### config.mk
export PLATFORM = sky130hd
export DESIGN_NAME = rsor_ctrl
export DESIGN_NICKNAME = d
export VERILOG_FILES = /design/src/rtl/assert_macros.svh /design/src/rtl/rsor_pkg.sv /design/src/rtl/rsor_ctrl.sv
export SDC_FILE = /design/constraint.sdc
export NUM_CORES = 1
export LEC_CHECK = 0
export BUFFER_PORTS_ARGS = -buffer_cell sky130_fd_sc_hd__buf_4
export CORE_UTILIZATION = 41
export DETAILED_ROUTE_END_ITERATION = 7
export HOLD_SLACK_MARGIN = 0.03
export PLACE_DENSITY = 0.72
export SLEW_MARGIN = 25
export SYNTH_ARGS = -nofsm -noshare
export SYNTH_HDL_FRONTEND = slang
export SYNTH_SLANG_ARGS = --single-unit
### constraint.sdc
create_clock -name i_clk -period 1.1 [get_ports i_clk]
set_input_delay 0.11 -clock i_clk [delete_from_list [all_inputs] [get_ports i_clk]]
set_output_delay 0.11 -clock i_clk [all_outputs]
set_load 0.1 [all_outputs]
### src/rtl/assert_macros.svh
// assertion helper macros
`ifndef ASSERT_MACROS_SVH
`define ASSERT_MACROS_SVH
`ifndef ASSERT_OFF
`define ASSERT_IMPL(label, clk, rst_n, prop) \
    label: assert property (@(posedge clk) disable iff (!rst_n) prop) \
        else $error("assertion failed");
`define ASSERT_NEVER(label, clk, rst_n, cond) \
    label: assert property (@(posedge clk) disable iff (!rst_n) !(cond)) \
        else $error("forbidden condition");
`else
`define ASSERT_IMPL(label, clk, rst_n, prop)
`define ASSERT_NEVER(label, clk, rst_n, cond)
`endif
`endif

### src/rtl/rsor_pkg.sv
`timescale 1ns / 1ps
// ----------------------------------------------------------------------------
// rsor_pkg
// shared types and constants of the residual outlier filter
// ----------------------------------------------------------------------------
package rsor_pkg;
    localparam int FRAC_BITS  = 16;
    localparam int MAX_POINTS = 524288;
    localparam int CNT_W      = 20;
    localparam logic [31:0] CAP_Q = 32'(100 << FRAC_BITS);
    localparam logic [CNT_W-1:0] REJ_MAX = '1;

    typedef enum logic [1:0] {
        OP_ACC = 2'd0, OP_FIN = 2'd1, OP_CLS = 2'd2, OP_NONE = 2'd3
    } t_op;

    typedef enum logic [2:0] {
        REG_CX0 = 3'd0, REG_CXX = 3'd1, REG_CXY = 3'd2, REG_CY0 = 3'd3,
        REG_CYX = 3'd4, REG_CYY = 3'd5, REG_SCX = 3'd6, REG_SCY = 3'd7
    } t_reg;

    typedef enum logic [3:0] {
        S_IDLE, S_MUL1, S_MUL2, S_SCALE, S_SQ, S_ACC, S_CLS,
        S_DIV, S_MSQ, S_SQRT, S_FIN, S_OUT
    } t_state;

    typedef struct packed {
        logic load;      // capture input item
        logic mul1;      // slope products, both axes
        logic mul2;      // pixel residual
        logic scale;     // scale to m/yr
        logic sq;        // squares
        logic acc;       // add to sums
        logic cls;       // classify
        logic div_start; // start dividers
        logic msq;       // mean and mean square
        logic sqrt_start;
        logic fin;       // finish: thresholds and clear
        logic fin_empty;
    } t_cmd;

    typedef struct packed {
        logic count_full;
        logic count_zero;
        logic div_done;
        logic sqrt_done;
    } t_stat;
endpackage

### src/rtl/rsor_ctrl.sv
`timescale 1ns / 1ps
// ----------------------------------------------------------------------------
// rsor_ctrl
// sequencer for accumulate, classify and finish items
// ----------------------------------------------------------------------------
module rsor_ctrl import rsor_pkg::*; (
    input  logic       i_clk,
    input  logic       i_rst_n,
    input  logic       i_valid,
    output logic       o_stall,
    input  logic [1:0] i_op,
    input  t_stat      i_stat,
    output t_cmd       o_cmd,
    output logic       o_valid,
    input  logic       i_stall
);
    t_state r_state, n_state;
    t_op    r_op, n_op;
    logic   r_ovalid, n_ovalid;
    logic   w_acc;

    always_ff @(posedge i_clk) begin
        if (!i_rst_n) begin
            r_state  <= S_IDLE;
            r_op     <= OP_NONE;
            r_ovalid <= 1'b0;
        end else begin
            r_state  <= n_state;
            r_op     <= n_op;
            r_ovalid <= n_ovalid;
        end
    end

    assign o_stall = (r_state != S_IDLE);
    assign w_acc   = i_valid && !o_stall;
    assign o_valid = r_ovalid;

    always_comb begin
        n_state  = r_state;
        n_op     = r_op;
        n_ovalid = r_ovalid && i_stall;
        o_cmd    = '0;
        case (r_state)
            S_IDLE: begin
                if (w_acc) begin
                    o_cmd.load = 1'b1;
                    n_op = t_op'(i_op);
                    case (t_op'(i_op))
                        OP_ACC:  n_state = i_stat.count_full ? S_IDLE : S_MUL1;
                        OP_CLS:  n_state = S_MUL1;
                        OP_FIN:  n_state = S_DIV;
                        default: n_state = S_IDLE;
                    endcase
                    if (t_op'(i_op) == OP_FIN && i_stat.count_zero) n_state = S_FIN;
                end
            end
            S_MUL1:  begin o_cmd.mul1 = 1'b1;  n_state = S_MUL2;  end
            S_MUL2:  begin o_cmd.mul2 = 1'b1;  n_state = S_SCALE; end
            S_SCALE: begin
                o_cmd.scale = 1'b1;
                n_state = (r_op == OP_ACC) ? S_SQ : S_CLS;
            end
            S_SQ:    begin o_cmd.sq = 1'b1;    n_state = S_ACC;   end
            S_ACC:   begin o_cmd.acc = 1'b1;   n_state = S_IDLE;  end
            S_CLS: begin
                if (!r_ovalid || !i_stall) begin
                    o_cmd.cls = 1'b1;
                    n_ovalid = 1'b1;
                    n_state = S_IDLE;
                end
            end
            S_DIV: begin
                o_cmd.div_start = 1'b1;
                n_state = S_MSQ;
            end
            S_MSQ: begin
                if (i_stat.div_done) begin
                    o_cmd.msq = 1'b1;
                    n_state = S_OUT;
                end
            end
            S_OUT: begin
                o_cmd.sq = 1'b1;
                n_state = S_SQRT;
            end
            S_SQRT: begin
                o_cmd.sqrt_start = 1'b1;
                n_state = S_FIN;
            end
            S_FIN: begin
                if (i_stat.sqrt_done && (!r_ovalid || !i_stall)) begin
                    o_cmd.fin = 1'b1;
                    o_cmd.fin_empty = i_stat.count_zero;
                    n_ovalid = 1'b1;
                    n_state = S_IDLE;
                end
            end
            default: n_state = S_IDLE;
        endcase
    end
endmodule

==> results of run 1 <==
[logic make-up after synthesis]
group	share of synthesized area [%]
adder cells (fa/ha/maj)	6.34
AO/OA/AOI/OAI	24.5
buffers and inverters	7.82
AND/OR/NAND/NOR	35.9
multiplexers	1.69
flip-flops	23.7
[cell usage after synthesis]
library cell	number	area share, %
nor2_1	11	7.0
a21oi_1	8	6.8
nand2_1	8	5.1
dfxtp_1	7	24
inv_1	6	3.8
nor2b_1	4	4.2
nor3_1	4	3.4
ha_1	3	6.3
nand2b_1	3	3.2
o211ai_1	3	3.8
o21ai_1	3	2.5
and2_1	2	2.1
nand3_1	2	1.7
o21ai_0	2	1.7
o22ai_1	2	2.1
a211oi_1	1	1.3
a21boi_1	1	1.3
a21o_1	1	1.3
a311oi_2	1	2.5
and3_1	1	1.1
and4_1	1	1.5
buf_2	1	0.84
buf_4	1	1.3
buf_6	1	1.9
mux2i_1	1	1.7
nand3b_1	1	1.3
nand3b_2	1	1.9
nor2_4	1	1.9
nor3_2	1	1.7
o21a_1	1	1.3
[per-stage QoR]
step                std cells  area, um^2
detailed placement        139        1060
global placement          139        1060
floorplan                  83         729
==> metrics, run 1 <==
sequential cell area fraction in the yosys report approximately a quarter; Port Buffers 23; clk buf depth 2; net count after synthesis 96; Synth Register Bits 7; CTS root buf clkbuf_4; dpl ws -224 ps; Die Wd approximately 40 um; H-tree Lvls 1; clk sinks 7; post-synthesis instance total 83; CTS buffer count 3; Run Error [ERROR DPL-0038] Utilization greater than 100%, impossible to legalize; GP Congestion 0.915; Post-Syn Area approximately 600 um^2; setup bufs post-CTS 9; synth unique cells 30; num rows 13; Die Ht between 30 and 40 um; HPWL after DPL between 1500 and 2000 um; Mean Syn Cell Area a little over 7 um^2; Starting Density approximately 45%; # hold bufs at CTS 0; I/O Pins 24; Resize count post-CTS 51; Fail Step clock tree synthesis (4_1_cts); Ys Warns 0; status stopped before the end
==> inputs of run 2 (changes only) <==
Settings changed: CORE_AREA set to 2 2 63 65, CORE_UTILIZATION 41 to unset, DIE_AREA set to 0 0 65 67, HOLD_SLACK_MARGIN 0.03 to unset, PLACE_DENSITY 0.72 to unset, PLACE_DENSITY_LB_ADDON set to 0.15.
Clock period 1.1 ns to 1.45 ns, I/O delays scaled along.
==> run 2 against run 1 <==
Net effect:
- the flow now finishes, with violations (setup timing)
- area after synthesis is the same
- synthesized cell count unchanged
==> metrics, run 2 <==
status complete, but fails checks (was stopped before the end); failing checks setup timing; NumNets Final 132; # diodes 0; most frequent cells in the layout 22 x buf_4, 8 x a21oi_1, 7 x nor2_1, 6 x nand2_1, 6 x buf_12; Worst Max-Slew Pin Slew 279 ps; Peak Freq between 0.6 and 0.7 GHz; Vias ~700; proportion of layout cells with a drive suffix above 1 56.8%; clock latency on the worst-skew pair around 220 ps; Mean Syn Cell Area 7.13 um^2 (unchanged); endpoints failing setup 2; global-route wire length before repair 3170 um; Biggest register r_state; Crit Path Max Fanout 6; Finished Cell Area 1180 um^2; GP Congestion 0.763 (was 0.915); clock transition at the registers of the reported paths 40 ps; H-tree Lvls 1 (unchanged); CP arrival around 1300 ps; Lkg Pwr between 0.4 and 0.5 nW; WL/cell about 12 um; Final ANT Viol Nets 0; synth unique cells 30 (unchanged); fin crit share 100%; sequential cell area fraction in the yosys report 23.7% (unchanged); Reg2Reg Depth 5; Synth area leader dfxtp_1 (unchanged); Total Routing Usage GR under 10%; CTS buffer count 3 (unchanged); Max-cap violations 0; Hold Crit Depth 2; Starting Density 16.4% (was 44.9%); Die Wd 65 um (was 40.0 um); most common cell after layout, fill and taps aside buf_4; Post-Route Setup TNS -4.97 ps; largest cells by area after synthesis dfxtp_1 24%, nor2_1 7.0%, a21oi_1 6.8% (unchanged); async set-or-reset flop fraction in the synthesized netlist 0% (unchanged); Die Ht 67 um (was 40.0 um); Area growth, synth to finish 98.7%; Hold WC Path Type in -> reg; PwrDens between 2000 and 2500 nW/um^2; initial DRC count 23; clk sinks 7 (unchanged); Synth Flop Type dfxtp_1 (unchanged); fillers ~390; Post-Syn Area 592 um^2 (unchanged); core footprint between 3000 and 4000 um^2; setup ws final -4.42 ps; I/O Pins 24 (unchanged); CTS tree done; min Tclk post-route about 1500 ps; WP data required 1310 ps; Worst Setup Start Kind flip-flop; HPWL after DPL 1530 um (about the same); grt total ovfl 0; relative slew slack approximately 80%; Ys Warns 0 (unchanged); Max VDD drop 0.00107 V; Post-synth top cells 11 x nor2_1, 8 x a21oi_1, 8 x nand2_1 (unchanged); clock skew 2.42 ps; CTS root buf clkbuf_8 (was clkbuf_4); most common cell in the netlist nor2_1 (unchanged); Post-synth EDFFs 0 (unchanged); Slew Limit Fails 0; 1st-pass router iterations 4; net count after synthesis 96 (unchanged); Hold Vio Cnt, Final 0; Residual DRC 0; initial antenna violation count 0; Port Buffers 23 (unchanged); num rows 22 (was 13); Synth top area share 23.7% (unchanged); number of global-route vias before repair slightly below 700; max reg flops 4; Setup CP Type reg -> out; post-layout util around a third; Avg Vias per Cell 4.22; largest net degree at the start of global routing 10; Synth Register Bits 7 (unchanged); RSZ-0062 raised after global routing yes; clk buf depth 2 (unchanged); DIE AREA 4360 um^2; DP Area 955 um^2 (was 1060 um^2); Post-Route WL 1970 um; crit end category output pin; post-synthesis instance total 83 (unchanged)
run 2: cell counts after synthesis:
No cell type changed its count.
run 2: power by group:
group	internal, W	switching (W)
clock network	0.000190	0.0000819
registers	0.000288	0.000136
logic	0.000750	0.00130
total	0.00123	0.00152
run 2: path summary, 6_finish.rpt:
check	slack [ps]	start	to
setup / recovery	-4	r_state[0]	o_cmd[0]
hold reg to reg	480	r_op[1]	r_op[1]
setup reg to reg	100	r_state[3]	r_state[3]
hold / removal	150	i_rst_n	r_op[0]
run 2: what timing repair did:
action	in CTS	in global routing
resized for setup	28	12
setup buffers	2	1
hold buffers	0	0
endpoints found under the hold margin	0	0
pin swaps	3	2
gates cloned	0	0
setup endpoints to repair	12	10
run 2: final cells by class:
cell class / instances / area, um^2 / area share, %
multi-input combinational: 67 / 532 / 45.2
timing repair buffer: 34 / 357 / 30.3
sequential: 7 / 156 / 13.3
tap: 48 / 60.1 / 5.11
clock buffer: 4 / 45.0 / 3.83
inverter: 6 / 26.3 / 2.23
run 2: cell families (layout without fill, tap and decap cells):
logic type                 after synthesis  count (layout)  synth area share [%]
muxes                                    1               1                  1.69
DFF                                      7               7                  23.7
AOI/OAI and AO/OA                       23              23                  24.5
adders and majority gates                3               3                  6.34
buffers and inverters                    9              44                  7.82
and+or+nand+nor                         40              40                  35.9
run 2: critical path: stages, from the launching register on:
cell and delay (ps):
dfxtp_4 370, nand2b_4 180, nor3_4 190, and2_4 170
buf_12 160
run 2: metrics by stage:
| step | setup WS [ps] | total power, W | instances | hold slack, ps |
|---|---|---|---|---|
| after global routing | -75.4 | 0.00290 | 166 | 148 |
| final | -4.42 | 0.00275 | 166 | 146 |
| after detailed placement | -12.3 | 0.00215 | 159 | 378 |
| after floorplan | -592 | 0.00172 | 83 | 234 |
| after global placement | 15.5 | 0.00216 | 159 | 374 |
| after CTS | -19.8 | 0.00261 | 165 | 144 |
run 2: routing by layer:
layer / share of wire, % / global-route usage [%] / up-vias
li1: - / - / 360
met1: 45 / 11.8 / 318
met2: 48 / 16.6 / 21
met3: 6.2 / 3.72 / 2
met4: 0.41 / 2.39 / 0
met5: 0 / 0 / -
Power figures use the tool's default switching activity.
